### src/hw/rtl/mtt_pkg.sv
// Shared constants, types and helpers for the markup tag tokenizer.
// No dependencies; used by mtt_classify and markup_tag_tokenizer_top.
`default_nettype none

package mtt_pkg;

  localparam int LINE_WIDTH   = 16;
  localparam int COLUMN_WIDTH = 16;
  localparam int POS_WIDTH    = 16;

  localparam logic [7:0] CH_LT    = 8'h3C;
  localparam logic [7:0] CH_GT    = 8'h3E;
  localparam logic [7:0] CH_SLASH = 8'h2F;
  localparam logic [7:0] CH_EQ    = 8'h3D;
  localparam logic [7:0] CH_USCR  = 8'h5F;
  localparam logic [7:0] CH_DASH  = 8'h2D;
  localparam logic [7:0] CH_COLON = 8'h3A;
  localparam logic [7:0] CH_LF    = 8'h0A;
  localparam logic [7:0] CH_DQUOT = 8'h22;
  localparam logic [7:0] CH_SQUOT = 8'h27;
  localparam logic [7:0] CH_SPACE = 8'h20;

  localparam logic [3:0] KIND_SKIP   = 4'd0;
  localparam logic [3:0] KIND_OPEN   = 4'd1;
  localparam logic [3:0] KIND_CLOSE  = 4'd2;
  localparam logic [3:0] KIND_SLASH  = 4'd3;
  localparam logic [3:0] KIND_EQUALS = 4'd4;
  localparam logic [3:0] KIND_IDENT  = 4'd5;
  localparam logic [3:0] KIND_STRING = 4'd6;
  localparam logic [3:0] KIND_TEXT   = 4'd7;
  localparam logic [3:0] KIND_END    = 4'd8;

  typedef struct packed {
    logic is_ident;
    logic is_space;
    logic is_lt;
    logic is_gt;
    logic is_slash;
    logic is_eq;
    logic is_quote;
    logic is_newline;
  } mtt_class_t;

  function automatic logic [POS_WIDTH-1:0] clamp_line(input logic [LINE_WIDTH-1:0] v);
    return (32'(v) > 32'hFFFF) ? {POS_WIDTH{1'b1}} : POS_WIDTH'(v);
  endfunction

  function automatic logic [POS_WIDTH-1:0] clamp_col(input logic [COLUMN_WIDTH-1:0] v);
    return (32'(v) > 32'hFFFF) ? {POS_WIDTH{1'b1}} : POS_WIDTH'(v);
  endfunction

endpackage

`default_nettype wire

### src/hw/rtl/mtt_classify.sv
// Byte classifier: sorts a source byte into the lexer's character classes.
// Depends on mtt_pkg.
`default_nettype none

module mtt_classify (
  input  wire logic [7:0]         ch,
  output mtt_pkg::mtt_class_t     cls
);
  import mtt_pkg::*;

  always_comb begin
    cls.is_ident   = (ch inside {[8'h30:8'h39], [8'h41:8'h5A], [8'h61:8'h7A],
                                 CH_USCR, CH_DASH, CH_COLON});
    cls.is_space   = (ch inside {CH_SPACE, [8'h09:8'h0D]});
    cls.is_lt      = (ch == CH_LT);
    cls.is_gt      = (ch == CH_GT);
    cls.is_slash   = (ch == CH_SLASH);
    cls.is_eq      = (ch == CH_EQ);
    cls.is_quote   = (ch inside {CH_DQUOT, CH_SQUOT});
    cls.is_newline = (ch == CH_LF);
  end

endmodule

`default_nettype wire

### src/hw/rtl/markup_tag_tokenizer_top.sv
// Markup tag tokenizer top level: lexer state, position tracking, result register.
// Depends on mtt_pkg and mtt_classify.
`default_nettype none

// Tags one source byte per transaction with its markup token kind, token
// start, lexeme membership and the token's line/column. One transaction is
// accepted every unstalled cycle: the lexer state updates in the accepting
// cycle and the tagged byte appears in the result register the next cycle.
// in_stall only rises while a result is held by out_stall. An end-of-source
// transaction emits an End token and returns the lexer to its reset state.
module markup_tag_tokenizer_top (
  input  wire logic        clk,
  input  wire logic        rst,
  input  wire logic        in_valid,
  output logic             in_stall,
  input  wire logic        mode,
  input  wire logic [7:0]  char_in,
  output logic             out_valid,
  input  wire logic        out_stall,
  output logic [3:0]       token_kind,
  output logic             starts_token,
  output logic             in_lexeme,
  output logic [7:0]       char_out,
  output logic [15:0]      token_line,
  output logic [15:0]      token_column
);
  import mtt_pkg::*;

  localparam logic [1:0] SCAN_NONE   = 2'd0;
  localparam logic [1:0] SCAN_IDENT  = 2'd1;
  localparam logic [1:0] SCAN_STRING = 2'd2;
  localparam logic [1:0] SCAN_TEXT   = 2'd3;

  localparam logic [LINE_WIDTH-1:0]   LINE_ONE = LINE_WIDTH'(1);
  localparam logic [COLUMN_WIDTH-1:0] COL_ONE  = COLUMN_WIDTH'(1);
  localparam logic [LINE_WIDTH-1:0]   LINE_MAX = {LINE_WIDTH{1'b1}};
  localparam logic [COLUMN_WIDTH-1:0] COL_MAX  = {COLUMN_WIDTH{1'b1}};

  logic                    inside_tag, inside_tag_next;
  logic [1:0]              scan_mode, scan_mode_next;
  logic [7:0]              quote_char, quote_char_next;
  logic [LINE_WIDTH-1:0]   cur_line, cur_line_next;
  logic [COLUMN_WIDTH-1:0] cur_column, cur_column_next;
  logic [LINE_WIDTH-1:0]   tok_line, tok_line_next;
  logic [COLUMN_WIDTH-1:0] tok_column, tok_column_next;

  logic [LINE_WIDTH-1:0]   adv_line;
  logic [COLUMN_WIDTH-1:0] adv_column;
  logic [3:0]              res_kind;
  logic                    res_starts;
  logic                    res_lex;
  logic [7:0]              res_char;
  logic [LINE_WIDTH-1:0]   res_line;
  logic [COLUMN_WIDTH-1:0] res_column;

  logic       in_accept;
  mtt_class_t cls;

  mtt_classify u_classify (
    .ch  (char_in),
    .cls (cls)
  );

  assign in_stall  = out_valid & out_stall;
  assign in_accept = in_valid & ~in_stall;

  always_comb begin
    adv_line   = (cls.is_newline && cur_line != LINE_MAX) ? cur_line + LINE_ONE : cur_line;
    if (cls.is_newline) begin
      adv_column = COL_ONE;
    end else if (cur_column != COL_MAX) begin
      adv_column = cur_column + COL_ONE;
    end else begin
      adv_column = cur_column;
    end
  end

  always_comb begin
    inside_tag_next = inside_tag;
    scan_mode_next  = scan_mode;
    quote_char_next = quote_char;
    cur_line_next   = cur_line;
    cur_column_next = cur_column;
    tok_line_next   = tok_line;
    tok_column_next = tok_column;
    res_kind        = KIND_SKIP;
    res_starts      = 1'b0;
    res_lex         = 1'b0;
    res_char        = char_in;
    res_line        = cur_line;
    res_column      = cur_column;

    if (mode) begin
      res_kind        = KIND_END;
      res_starts      = 1'b1;
      res_char        = 8'h00;
      inside_tag_next = 1'b0;
      scan_mode_next  = SCAN_NONE;
      quote_char_next = 8'h00;
      cur_line_next   = LINE_ONE;
      cur_column_next = COL_ONE;
      tok_line_next   = LINE_ONE;
      tok_column_next = COL_ONE;
    end else begin
      cur_line_next   = adv_line;
      cur_column_next = adv_column;
      if (!inside_tag) begin
        if (cls.is_lt) begin
          res_kind        = KIND_OPEN;
          res_starts      = 1'b1;
          res_lex         = 1'b1;
          tok_line_next   = adv_line;
          tok_column_next = adv_column;
          inside_tag_next = 1'b1;
          scan_mode_next  = SCAN_NONE;
          res_line        = adv_line;
          res_column      = adv_column;
        end else begin
          res_kind = KIND_TEXT;
          res_lex  = 1'b1;
          if (scan_mode != SCAN_TEXT) begin
            res_starts      = 1'b1;
            tok_line_next   = cur_line;
            tok_column_next = cur_column;
            scan_mode_next  = SCAN_TEXT;
          end else begin
            res_line   = tok_line;
            res_column = tok_column;
          end
        end
      end else if (scan_mode == SCAN_STRING) begin
        res_kind   = KIND_STRING;
        res_line   = tok_line;
        res_column = tok_column;
        if (char_in == quote_char) begin
          scan_mode_next = SCAN_NONE;
        end else begin
          res_lex = 1'b1;
        end
      end else if (scan_mode == SCAN_IDENT && cls.is_ident) begin
        res_kind   = KIND_IDENT;
        res_lex    = 1'b1;
        res_line   = tok_line;
        res_column = tok_column;
      end else begin
        scan_mode_next = SCAN_NONE;
        if (cls.is_space) begin
          res_kind = KIND_SKIP;
        end else if (cls.is_lt || cls.is_gt || cls.is_slash || cls.is_eq) begin
          if (cls.is_lt) begin
            res_kind = KIND_OPEN;
          end else if (cls.is_gt) begin
            res_kind = KIND_CLOSE;
          end else if (cls.is_slash) begin
            res_kind = KIND_SLASH;
          end else begin
            res_kind = KIND_EQUALS;
          end
          res_starts      = 1'b1;
          res_lex         = 1'b1;
          tok_line_next   = adv_line;
          tok_column_next = adv_column;
          res_line        = adv_line;
          res_column      = adv_column;
          if (cls.is_gt) begin
            inside_tag_next = 1'b0;
          end
        end else if (cls.is_quote) begin
          res_kind        = KIND_STRING;
          res_starts      = 1'b1;
          tok_line_next   = cur_line;
          tok_column_next = cur_column;
          quote_char_next = char_in;
          scan_mode_next  = SCAN_STRING;
        end else begin
          // stray bytes become one-byte identifiers
          res_kind        = KIND_IDENT;
          res_starts      = 1'b1;
          res_lex         = 1'b1;
          tok_line_next   = cur_line;
          tok_column_next = cur_column;
          if (cls.is_ident) begin
            scan_mode_next = SCAN_IDENT;
          end
        end
      end
    end
  end

  always_ff @(posedge clk) begin
    if (rst) begin
      inside_tag <= 1'b0;
      scan_mode  <= SCAN_NONE;
      quote_char <= 8'h00;
      cur_line   <= LINE_ONE;
      cur_column <= COL_ONE;
      tok_line   <= LINE_ONE;
      tok_column <= COL_ONE;
      out_valid  <= 1'b0;
    end else begin
      if (in_accept) begin
        inside_tag <= inside_tag_next;
        scan_mode  <= scan_mode_next;
        quote_char <= quote_char_next;
        cur_line   <= cur_line_next;
        cur_column <= cur_column_next;
        tok_line   <= tok_line_next;
        tok_column <= tok_column_next;
        out_valid  <= 1'b1;
      end else if (!out_stall) begin
        out_valid  <= 1'b0;
      end
    end
  end

  always_ff @(posedge clk) begin
    if (in_accept) begin
      token_kind   <= res_kind;
      starts_token <= res_starts;
      in_lexeme    <= res_lex;
      char_out     <= res_char;
      token_line   <= clamp_line(res_line);
      token_column <= clamp_col(res_column);
    end
  end

endmodule

`default_nettype wire
### config.mk
export PLATFORM = sky130hd
export DESIGN_NAME = markup_tag_tokenizer_top
export DESIGN_NICKNAME = d
export VERILOG_FILES = /design/src/hw/rtl/mtt_pkg.sv /design/src/hw/rtl/mtt_classify.sv /design/src/hw/rtl/markup_tag_tokenizer_top.sv
export SDC_FILE = /design/constraint.sdc
export NUM_CORES = 1
export LEC_CHECK = 0
export ABC_CLOCK_PERIOD_IN_PS = 3000
export CORE_ASPECT_RATIO = 0.5
export CORE_MARGIN = 3
export CORE_UTILIZATION = 36
export DETAILED_ROUTE_END_ITERATION = 8
export DONT_BUFFER_PORTS = 1
export GPL_ROUTABILITY_DRIVEN = 0
export PLACE_DENSITY = 0.58
export SLEW_MARGIN = 20
export SYNTH_ARGS = -nofsm -noshare
export SYNTH_HDL_FRONTEND = slang
export SYNTH_SLANG_ARGS = --single-unit
export TNS_END_PERCENT = 50
### constraint.sdc
create_clock -name clk -period 3 [get_ports clk]
set_input_delay 0.15 -clock clk [delete_from_list [all_inputs] [get_ports clk]]
set_output_delay 0.15 -clock clk [all_outputs]
set_load 0.02 [all_outputs]
### Yosys cells after proc, flatten, opt, wreduce, memory -nomap -nowiden

Cells that the tools add are included.

* input bits: 13
* memory bits (writable): 0
* memory bits (read-only): 0
* register bits after elaboration: 122
* memories: 0
* bits in latches: 0
* logic and storage cells: 154

* bitwise operators: 3
* mux-type cells: 82
* div/mod/pow operators: 0
* $lt $le $gt $ge: 8
* multipliers: 0
* $add $sub $neg: 2
* reductions and logical operators: 18
* shift-type cells: 0
* equality and inequality tests: 27

Operators with widths (count)
* 16-bit two-way mux: 31
* 8-bit by 6-bit equality test with 1-bit output, second input constant: 9
* 8-bit two-way mux: 7
* 16-bit by 1-bit adder with 16-bit output, second input constant: 2
* 16-bit inequality test, second input constant: 2
* 1-bit two-way mux: 24
* 2-bit two-way mux: 11
* 4-bit two-way mux: 5
* 8-bit by 7-bit greater-or-equal comparator with 1-bit output, second input constant: 2
* 8-bit by 7-bit <= comparator with 1-bit output, second input constant: 2
* 3-bit two-way mux: 4
* 2-bit inequality test, second input constant: 5
* 3-bit inequality test, second input constant: 3
* 8-bit by 4-bit equality test with 1-bit output, second input constant: 1
* 8-bit by 7-bit equality test with 1-bit output, second input constant: 1
* 8-bit equality test: 1
* 8-bit by 4-bit greater-or-equal comparator with 1-bit output, second input constant: 1
* 8-bit by 6-bit greater-or-equal comparator with 1-bit output, second input constant: 1
* 8-bit by 4-bit <= comparator with 1-bit output, second input constant: 1
* 8-bit by 6-bit <= comparator with 1-bit output, second input constant: 1
* 4-bit AND reduction: 2
* 2-bit nonzero test: 4
* 7-bit AND reduction: 1
* 1-bit logical AND: 6
* other kinds (10): 13

### Logic depth before layout (Yosys ltp)

Gate-level depths: netlist of run 1.

* depth in word-level cells: 11
* mapped depth: 9
* mapped depth without buffers: 7

### Cells and area by module

From an unflattened synthesis of run 1, not the netlist that was laid out.

* cell total of the unflattened synthesis: 1062
* area total of the unflattened synthesis: 8361.8 um^2

Modules (own cells, without submodules)
* markup_tag_tokenizer_top: area each 8121.5 um^2, cells each 1027, instances 1, seq. area each 2902.8 um^2
* mtt_classify: area each 240.2 um^2, cells each 35, instances 1, seq. area each 0.0 um^2

### Worst setup path before layout of run 1

No wires, ideal clock.

* path kind: reg-to-reg
* start point: reg out_valid
* end point: reg tok_column[12]
* buffers on the path: 1
* setup time: 0.116 ns
* cell stages (with the launch flop): 7
* path slack: 0.339 ns
* required time: 2.884 ns
* arrival time: 2.544 ns
* clock period less this slack: 2.661 ns
* cells stage by stage: dfxtp_1 -> nand2_1 -> nand2_1 -> clkinv_1 -> clkbuf_1 -> nand4_1 -> o211a_1

* longest elaborated chain between the ends: 4

RTL lines
* from (decl): RTL line markup_tag_tokenizer_top.sv:18 `output logic out_valid,`
* from (signal assigned): RTL line markup_tag_tokenizer_top.sv:199 `out_valid <= 1'b0;`
* from (signal assigned): RTL line markup_tag_tokenizer_top.sv:209 `out_valid <= 1'b1;`
* from (signal assigned): RTL line markup_tag_tokenizer_top.sv:211 `out_valid <= 1'b0;`
* 1-bit bitwise AND: RTL line markup_tag_tokenizer_top.sv:64 `assign in_stall = out_valid & out_stall;`
* 1-bit inverter: RTL line markup_tag_tokenizer_top.sv:65 `assign in_accept = in_valid & ~in_stall;`
* 1-bit bitwise AND: RTL line markup_tag_tokenizer_top.sv:65
* net in_accept: RTL line markup_tag_tokenizer_top.sv:56 `logic in_accept;`
* 4-bit AND reduction (no line)
* to (signal assigned): RTL line markup_tag_tokenizer_top.sv:208 `tok_column <= tok_column_next;`
* to (decl): RTL line markup_tag_tokenizer_top.sv:45 `logic [COLUMN_WIDTH-1:0] tok_column, tok_column_next;`

The timed path passes the listed nets, and every way through them passes these cells.
A chain may end at the register's enable or synchronous reset.

### Worst setup path after layout of run 1

* start point: reg cur_column[0]
* end point: reg token_column[1] (data pin)

* longest elaborated chain between the ends: 9
* elaborated cells on any way between the ends: 11
* classes of those cells: 1 x add/sub; 1 x eq/ne; 9 x mux

RTL lines
* from (decl): RTL line markup_tag_tokenizer_top.sv:43 `logic [COLUMN_WIDTH-1:0] cur_column, cur_column_next;`
* from (signal assigned): RTL line markup_tag_tokenizer_top.sv:206 `cur_column <= cur_column_next;`
* 16-bit by 1-bit adder with 16-bit output or 16-bit inequality test (tied branches): RTL line markup_tag_tokenizer_top.sv:72, markup_tag_tokenizer_top.sv:71
* 16-bit two-way mux *: RTL line markup_tag_tokenizer_top.sv:71 `end else if (cur_column != COL_MAX) begin`
* 16-bit two-way mux *: RTL line markup_tag_tokenizer_top.sv:69 `if (cls.is_newline) begin`
* 16-bit two-way mux: RTL line markup_tag_tokenizer_top.sv:149 `end else if (cls.is_lt || cls.is_gt || cls.is_slash || cls.is_eq) begin`
* 16-bit two-way mux: RTL line markup_tag_tokenizer_top.sv:147 `if (cls.is_space) begin`
* 16-bit two-way mux: RTL line markup_tag_tokenizer_top.sv:140 `end else if (scan_mode == SCAN_IDENT && cls.is_ident) begin`
* 16-bit two-way mux: RTL line markup_tag_tokenizer_top.sv:131 `end else if (scan_mode == SCAN_STRING) begin`
* 16-bit two-way mux *: RTL line markup_tag_tokenizer_top.sv:107 `if (!inside_tag) begin`
* 16-bit two-way mux *: RTL line markup_tag_tokenizer_top.sv:93 `if (mode) begin`
* net res_column[1]: RTL line markup_tag_tokenizer_top.sv:54 `logic [COLUMN_WIDTH-1:0] res_column;`
* to (signal assigned): RTL line markup_tag_tokenizer_top.sv:223 `token_column <= clamp_col(res_column);`
* to (decl): RTL line markup_tag_tokenizer_top.sv:25 `output logic [15:0] token_column`

Mark *: on every way through the listed nets, which the timed path passes. The rest lies on a longest branch.

==> flow_metrics.tcl, run 1 <==
set metrics [dict create \
    status "completed" \
    die_area_um2 22400 \
    hold_depth 1 \
    synthSimpleGateAreaFrac_pct 21.1 \
    cp.required_ns 3.16 \
    leakagePower_uw 0.00295 \
    synth-main-ff-cell "dfxtp_1" \
    die_w_um 209 \
    numCtsBuffers 17 \
    initial_utilization_pct 37.3 \
    synth_top_family_by_area "compound AO/OA/AOI/OAI gates" \
    gr-total-overflow 0 \
    maxCapViolCount 0 \
    n_antenna_cell 0 \
    internal_power_uw 2970 \
    synthXorXnorAreaFrac_pct 1.90 \
    switching_share_pct 28.5 \
    synth_area_um2 7380 \
    ys_types 86 \
    clock_latency_ns 0.43 \
    die_h_um 107 \
    min_to "token_column[1]" \
    wl_per_cell_um 22.5 \
    drv_slew 0 \
    finalCritPeriodShare_pct 95.5 \
    io_buffers 0 \
    hold_start "mode" \
    fin_area_um2 8430 \
    fmax_ghz 0.349 \
    crit_start "cur_column[0]" \
    rsz0062_at_grt "false" \
    p_comb_share_pct 7.5 \
    grt_pass1_wl_um 39500 \
    r2r-start "cur_column[0]" \
    drt_first_pass_iters 5 \
    reg2reg_depth 7 \
    grt_pass1_vias 6757 \
    fin_skew_ns 0.00849 \
    drtIter0Drc 932 \
    ys_ff_latch 122 \
    antenna_found_initial 0 \
    cts_tree "yes" \
    maxSlewHeadroom_pct 35.3 \
    synthCells 837 \
    hold_violations 0 \
    utilization_pct 42.6 \
    synthMuxAreaShare_pct 4.80 \
    core_um2 19800 \
    start_kind "flip-flop" \
    async_reset_ff_share_pct 0 \
    io_pins 61 \
    dp_hpwl_um 16500 \
    yosysTopAreaCellShare_pct 20.6 \
    drive_gt1_share_pct 13.3 \
    final_antenna_net_count 0 \
    synth_top_area_cell "dfxtp_1" \
    cts_sinks 122 \
    clk_pin_slew_ns 0.06 \
    r2r_setup_slack_ns 0.14 \
    synth_edf_count 46 \
    yosys.area_share.adder_pct 0.339 \
    setup-violations-final 0 \
    grt_max_degree 39 \
    ys_warn_count 0 \
    cts.htree.levels 4 \
    dr_total_vias 7207 \
    yosysSeqAreaShare_pct 39.3 \
    area_growth_pct 14.2 \
    switching_power_uw 1190 \
    syn-num-nets 852 \
    drc 0 \
    hp-class "input pin to flip-flop" \
    synth_top_cells_by_area "dfxtp_1, edfxtp_1, a21oi_1" \
    cp-end-kind "flip-flop" \
    powerDensity_nw_per_um2 494 \
    avgSynthCellArea_um2 8.82 \
    cp.arrival_ns 3.02 \
    ir_worst_vdd_v 0.000381 \
    clk_path_buf_depth 2 \
    rr_endpoint "token_column[1]" \
    path_class "flip-flop to flip-flop" \
    wl_um 25100 \
    layout.nets 854 \
    track_usage_pct 22.4 \
    crit_path_max_fanout 11 \
    synth_compound_area_share_pct 27.7 \
    pwr-share-clk_pct 48.6 \
    seq_power_share_pct 43.9 \
    cts_setup_buffers 0 \
    rows 36 \
    viasPerCell 6.45 \
    post_dp_cell_area_um2 7720 \
    tightest_slew_ns 0.963 \
    cts-root-buf "clkbuf_16" \
    finalCriticalPeriod_ns 2.86 \
    tns_ns 0 \
]
synthesized netlist by cell type (all sizes together), types with 7 or more instances:
| cell type | instances |
|---|---|
| nor2 | 76 |
| mux2 | 19 |
| dfxtp | 76 |
| a221o | 7 |
| o31ai | 10 |
| a21oi | 66 |
| nor3 | 26 |
| o2bb2ai | 13 |
| mux2i | 14 |
| o21ai | 48 |
| a22oi | 8 |
| nor4 | 14 |
| and3 | 14 |
| xor2 | 12 |
| a22o | 16 |
| clkbuf | 41 |
| nand2 | 55 |
| nand3 | 34 |
| o21a | 11 |
| edfxtp | 46 |
| a31oi | 16 |
| a211oi | 9 |
| nand4 | 18 |
| nor2b | 12 |
| inv | 12 |
| buf | 27 |
per-stage QoR:
stage                     setup WS (ns)  instances  power (µW)  hold slack (ns)
after CTS                        0.0792       1118        4190           0.0105
final                             0.136       1118        4160           0.0245
after global placement            0.299       1075        2140            0.229
after global routing            0.00911       1118        4300           0.0198
after detailed placement         0.0972       1075        2140            0.229
after floorplan                   0.339        837        2080            0.249
worst max path at each step:
stage                      end  slack, ns  cells after the start
5_1_grt        token_column[1]      0.009                      7
6_report       token_column[1]       0.14                      7
3_5_place_dp   token_column[1]        0.1                      7
2_1_floorplan   tok_column[12]       0.34                      6
3_3_place_gp   token_column[1]       0.30                      7
4_1_cts        token_column[1]       0.08                      7
flip-flops by register name (all words and copies together), names as in the netlist:
register	cells
out_valid	1
scan_mode	2
token_kind	4
in_lexeme	1
tok_column	16
token_column	16
starts_token	1
cur_column	16
char_out	8
quote_char	8
cur_line	16
tok_line	16
inside_tag	1
token_line	16
kinds of logic (layout without fill, tap and decap cells):
group / count (synthesis) / count (layout)
AOI/OAI and AO/OA: 285 / 285
muxes: 33 / 33
adders and majority gates: 2 / 2
and+or+nand+nor: 297 / 297
xor gates and xnor gates: 16 / 16
DFF: 122 / 122
buffers and inverters: 82 / 97
critical path, cell delays in order, from the launching register on:
cell      delay, ns
dfxtp_1        0.55
ha_1           0.42
nand3_1        0.24
nor2_2         0.38
a21oi_1        0.35
mux2_2         0.38
mux2i_1        0.14
o221ai_1       0.14
per-layer routing:
metal | global-route usage [%] | up-vias | wire length, µm
met5 | 0 | - | 0
met4 | 8.17 | 0 | 660
met2 | 34.9 | 356 | 11100
met1 | 31.0 | 3546 | 11300
li1 | - | 3245 | -
met3 | 4.60 | 60 | 2110
cell type report:
cell class                 count  area, µm²
fill                        1949      11300
multi-input combinational    633       4120
clock inverter                15        151
clock buffer                  17        425
inverter                      14       52.6
tap                          266        333
timing repair buffer          51        443
sequential                   122       2900
power by group through the flow:
| stage | Clock, µW | Sequential, µW | Combinational, µW |
|---|---|---|---|
| 5_1_grt | 2140 | 1830 | 333 |
| 6_report | 2020 | 1830 | 313 |
| 2_1_floorplan | 0 | 1850 | 226 |
| 4_1_cts | 2060 | 1830 | 307 |
| 3_3_place_gp | 0 | 1870 | 270 |
| 3_5_place_dp | 0 | 1870 | 273 |
layout by cell type (no fill, tap or decap), drive strengths merged, types with 6 or more instances in the layout:
| master | instances |
|---|---|
| a211oi | 9 |
| a21oi | 66 |
| a221o | 7 |
| a221oi | 6 |
| a22o | 16 |
| a22oi | 8 |
| a31oi | 16 |
| a32o | 6 |
| a32oi | 6 |
| and3 | 14 |
| buf | 42 |
| clkbuf | 17 |
| dfxtp | 76 |
| dlygate4sd3 | 9 |
| edfxtp | 46 |
| inv | 23 |
| mux2 | 19 |
| mux2i | 14 |
| nand2 | 55 |
| nand2b | 6 |
| nand3 | 34 |
| nand4 | 18 |
| nor2 | 76 |
| nor2b | 12 |
| nor3 | 26 |
| nor4 | 14 |
| o21a | 11 |
| o21ai | 48 |
| o2bb2ai | 13 |
| o31ai | 10 |
| or2 | 6 |
| xor2 | 12 |
what timing repair did:
item | 4_1_cts | 5_1_grt
endpoints found under the hold margin | 56 | 0
hold buffers | 11 | 0
endpoints found under the setup margin | 0 | 5
gates resized for setup | 0 | 1
Note: power is estimated with default switching activity, not from simulation.
==> inputs of run 2 (changes only) <==
Settings changed: ABC_CLOCK_PERIOD_IN_PS 3000 to 3100, CORE_UTILIZATION 36 to 64, PLACE_DENSITY 0.58 to 0.88.
Clock period 3 ns to 3.1 ns, I/O delays scaled along.
==> run 2 against run 1 <==
  * Hold slack lost 0.024 ns
  * Sequential share of layout area grew 1.1 points
  * Wire length shrank 5.4%
  * Critical path depth is the same
  * Die area shrank 42%
  * Global-route usage grew 14 points
  * Highest routed layer unchanged
  * Total power shrank 3.7%
==> flow_metrics.tcl, run 2 (synthesis results as in run 1) <==
set metrics [dict create \
    final_cell_mix "nor2_1, dfxtp_1, a21oi_1, nand2_1, edfxtp_1" \
    crit_path_max_fanout 11 \
    path_class "flip-flop to flip-flop" \
    clk_pin_slew_ns 0.06 \
    cts_sinks 122 \
    area_growth_pct 10.7 \
    drv_slew 0 \
    fin_area_um2 8180 \
    drive_gt1_share_pct 11.7 \
    r2r-start "cur_column[0]" \
    dp_hpwl_um 14200 \
    track_usage_pct 36.8 \
    nFillCells 742 \
    die_w_um 158 \
    leakagePower_uw 0.00288 \
    setup-violations-final 0 \
    drc 0 \
    maxSlewHeadroom_pct 31.1 \
    die_area_um2 12900 \
    hold_start "mode" \
    cp.required_ns 3.25 \
    maxCapViolCount 0 \
    core_um2 11100 \
    clk_path_buf_depth 2 \
    wl_per_cell_um 24.1 \
    cts_resized 0 \
    hold_slack_ns 0.000144 \
    io_buffers 0 \
    post_dp_cell_area_um2 7470 \
    fin_skew_ns 0.00762 \
    wl_um 23800 \
    ir_worst_vdd_v 0.000313 \
    hp-class "input pin to flip-flop" \
    crit_start "cur_column[0]" \
    cp-end-kind "flip-flop" \
    fmax_ghz 0.328 \
    n_antenna_cell 0 \
    rows 27 \
    rsz0062_at_grt "false" \
    dr_total_vias 7597 \
    drtIter0Drc 1605 \
    die_h_um 81.9 \
    clock_latency_ns 0.43 \
    finalPower_uw 4010 \
    tightest_slew_ns 1.03 \
    final_antenna_net_count 0 \
    layout.nets 842 \
    antenna_found_initial 0 \
    grt_pass1_wl_um 36700 \
    drt_first_pass_iters 7 \
    cts.htree.levels 4 \
    utilization_pct 73.6 \
    cts_tree "yes" \
    cts-root-buf "clkbuf_16" \
    hold_violations 0 \
    io_pins 61 \
    initial_utilization_pct 66.4 \
    grt_max_degree 73 \
    cts_setup_buffers 0 \
    powerDensity_nw_per_um2 490 \
    gr-total-overflow 0 \
    numCtsBuffers 17 \
    tns_ns 0 \
    cp.arrival_ns 3.20 \
    finalCritPeriodShare_pct 98.2 \
    viasPerCell 7.71 \
    start_kind "flip-flop" \
    grt_pass1_vias 6954 \
    status "completed" \
    finalCriticalPeriod_ns 3.05 \
]
run 2: changes by cell type in the layout (fill, tap and decap cells not counted):
cell	delta
buf_12	-1
clkinv_4	-1
nor2_1	+1
dlygate4sd3_1	+2
buf_4	-13
clkinvlp_4	+1
nor2_2	-1
run 2: worst paths after layout:
path                                        end  slack, ns  cells past startpoint
worst min register to register      tok_line[0]       0.48                      2
worst min-delay path                cur_line[4]     0.0001                      3
worst max register to register  token_column[1]       0.05                      7
worst max-delay path            token_column[1]       0.05                      7
run 2: power breakdown:
| group | total [µW] | leakage [µW] | switching [µW] | internal [µW] |
|---|---|---|---|---|
| logic | 300 | 0.00154 | 201 | 98.7 |
| registers | 1770 | 0.00106 | 63.2 | 1700 |
| clock network | 1940 | 0.000275 | 873 | 1070 |
| total | 4010 | 0.00288 | 1140 | 2870 |
run 2: layout make-up:
cell class	instances	area, µm²	share of cell area [%]
clock buffer	17	425	5.20
clock inverter	15	150	1.84
inverter	14	52.6	0.643
multi-input combinational	633	4120	50.4
sequential	122	2900	35.5
tap	145	181	2.22
timing repair buffer	39	345	4.22
run 2: repair_timing:
item                                    4_1_cts  5_1_grt
endpoints found under the setup margin        0        0
endpoints found under the hold margin        55        0
hold buffers                                 12        0
run 2: worst max-delay path: stages (launching register included):
cell and delay [ns]:
dfxtp_1 0.52, ha_1 0.39, nand3_1 0.21, nor2_1 0.47, a21oi_1 0.37, mux2_2 0.39
mux2i_1 0.22, o221ai_1 0.18
run 2: metrics by stage:
| stage | setup WS (ns) | cells |
|---|---|---|
| floorplan | 0.439 | 837 |
| global placement | 0.468 | 941 |
| detailed placement | 0.290 | 941 |
| CTS | 0.214 | 985 |
| global route | 0.0544 | 985 |
| finish | 0.0545 | 985 |
run 2: metal layers:
layer	GRT usage, %	vias to the layer above	share of wire [%]
met5	0	-	0
met4	22.3	0	6.1
met3	12.2	223	15
met2	55.8	728	42
met1	46.1	3435	37
li1	-	3211	-
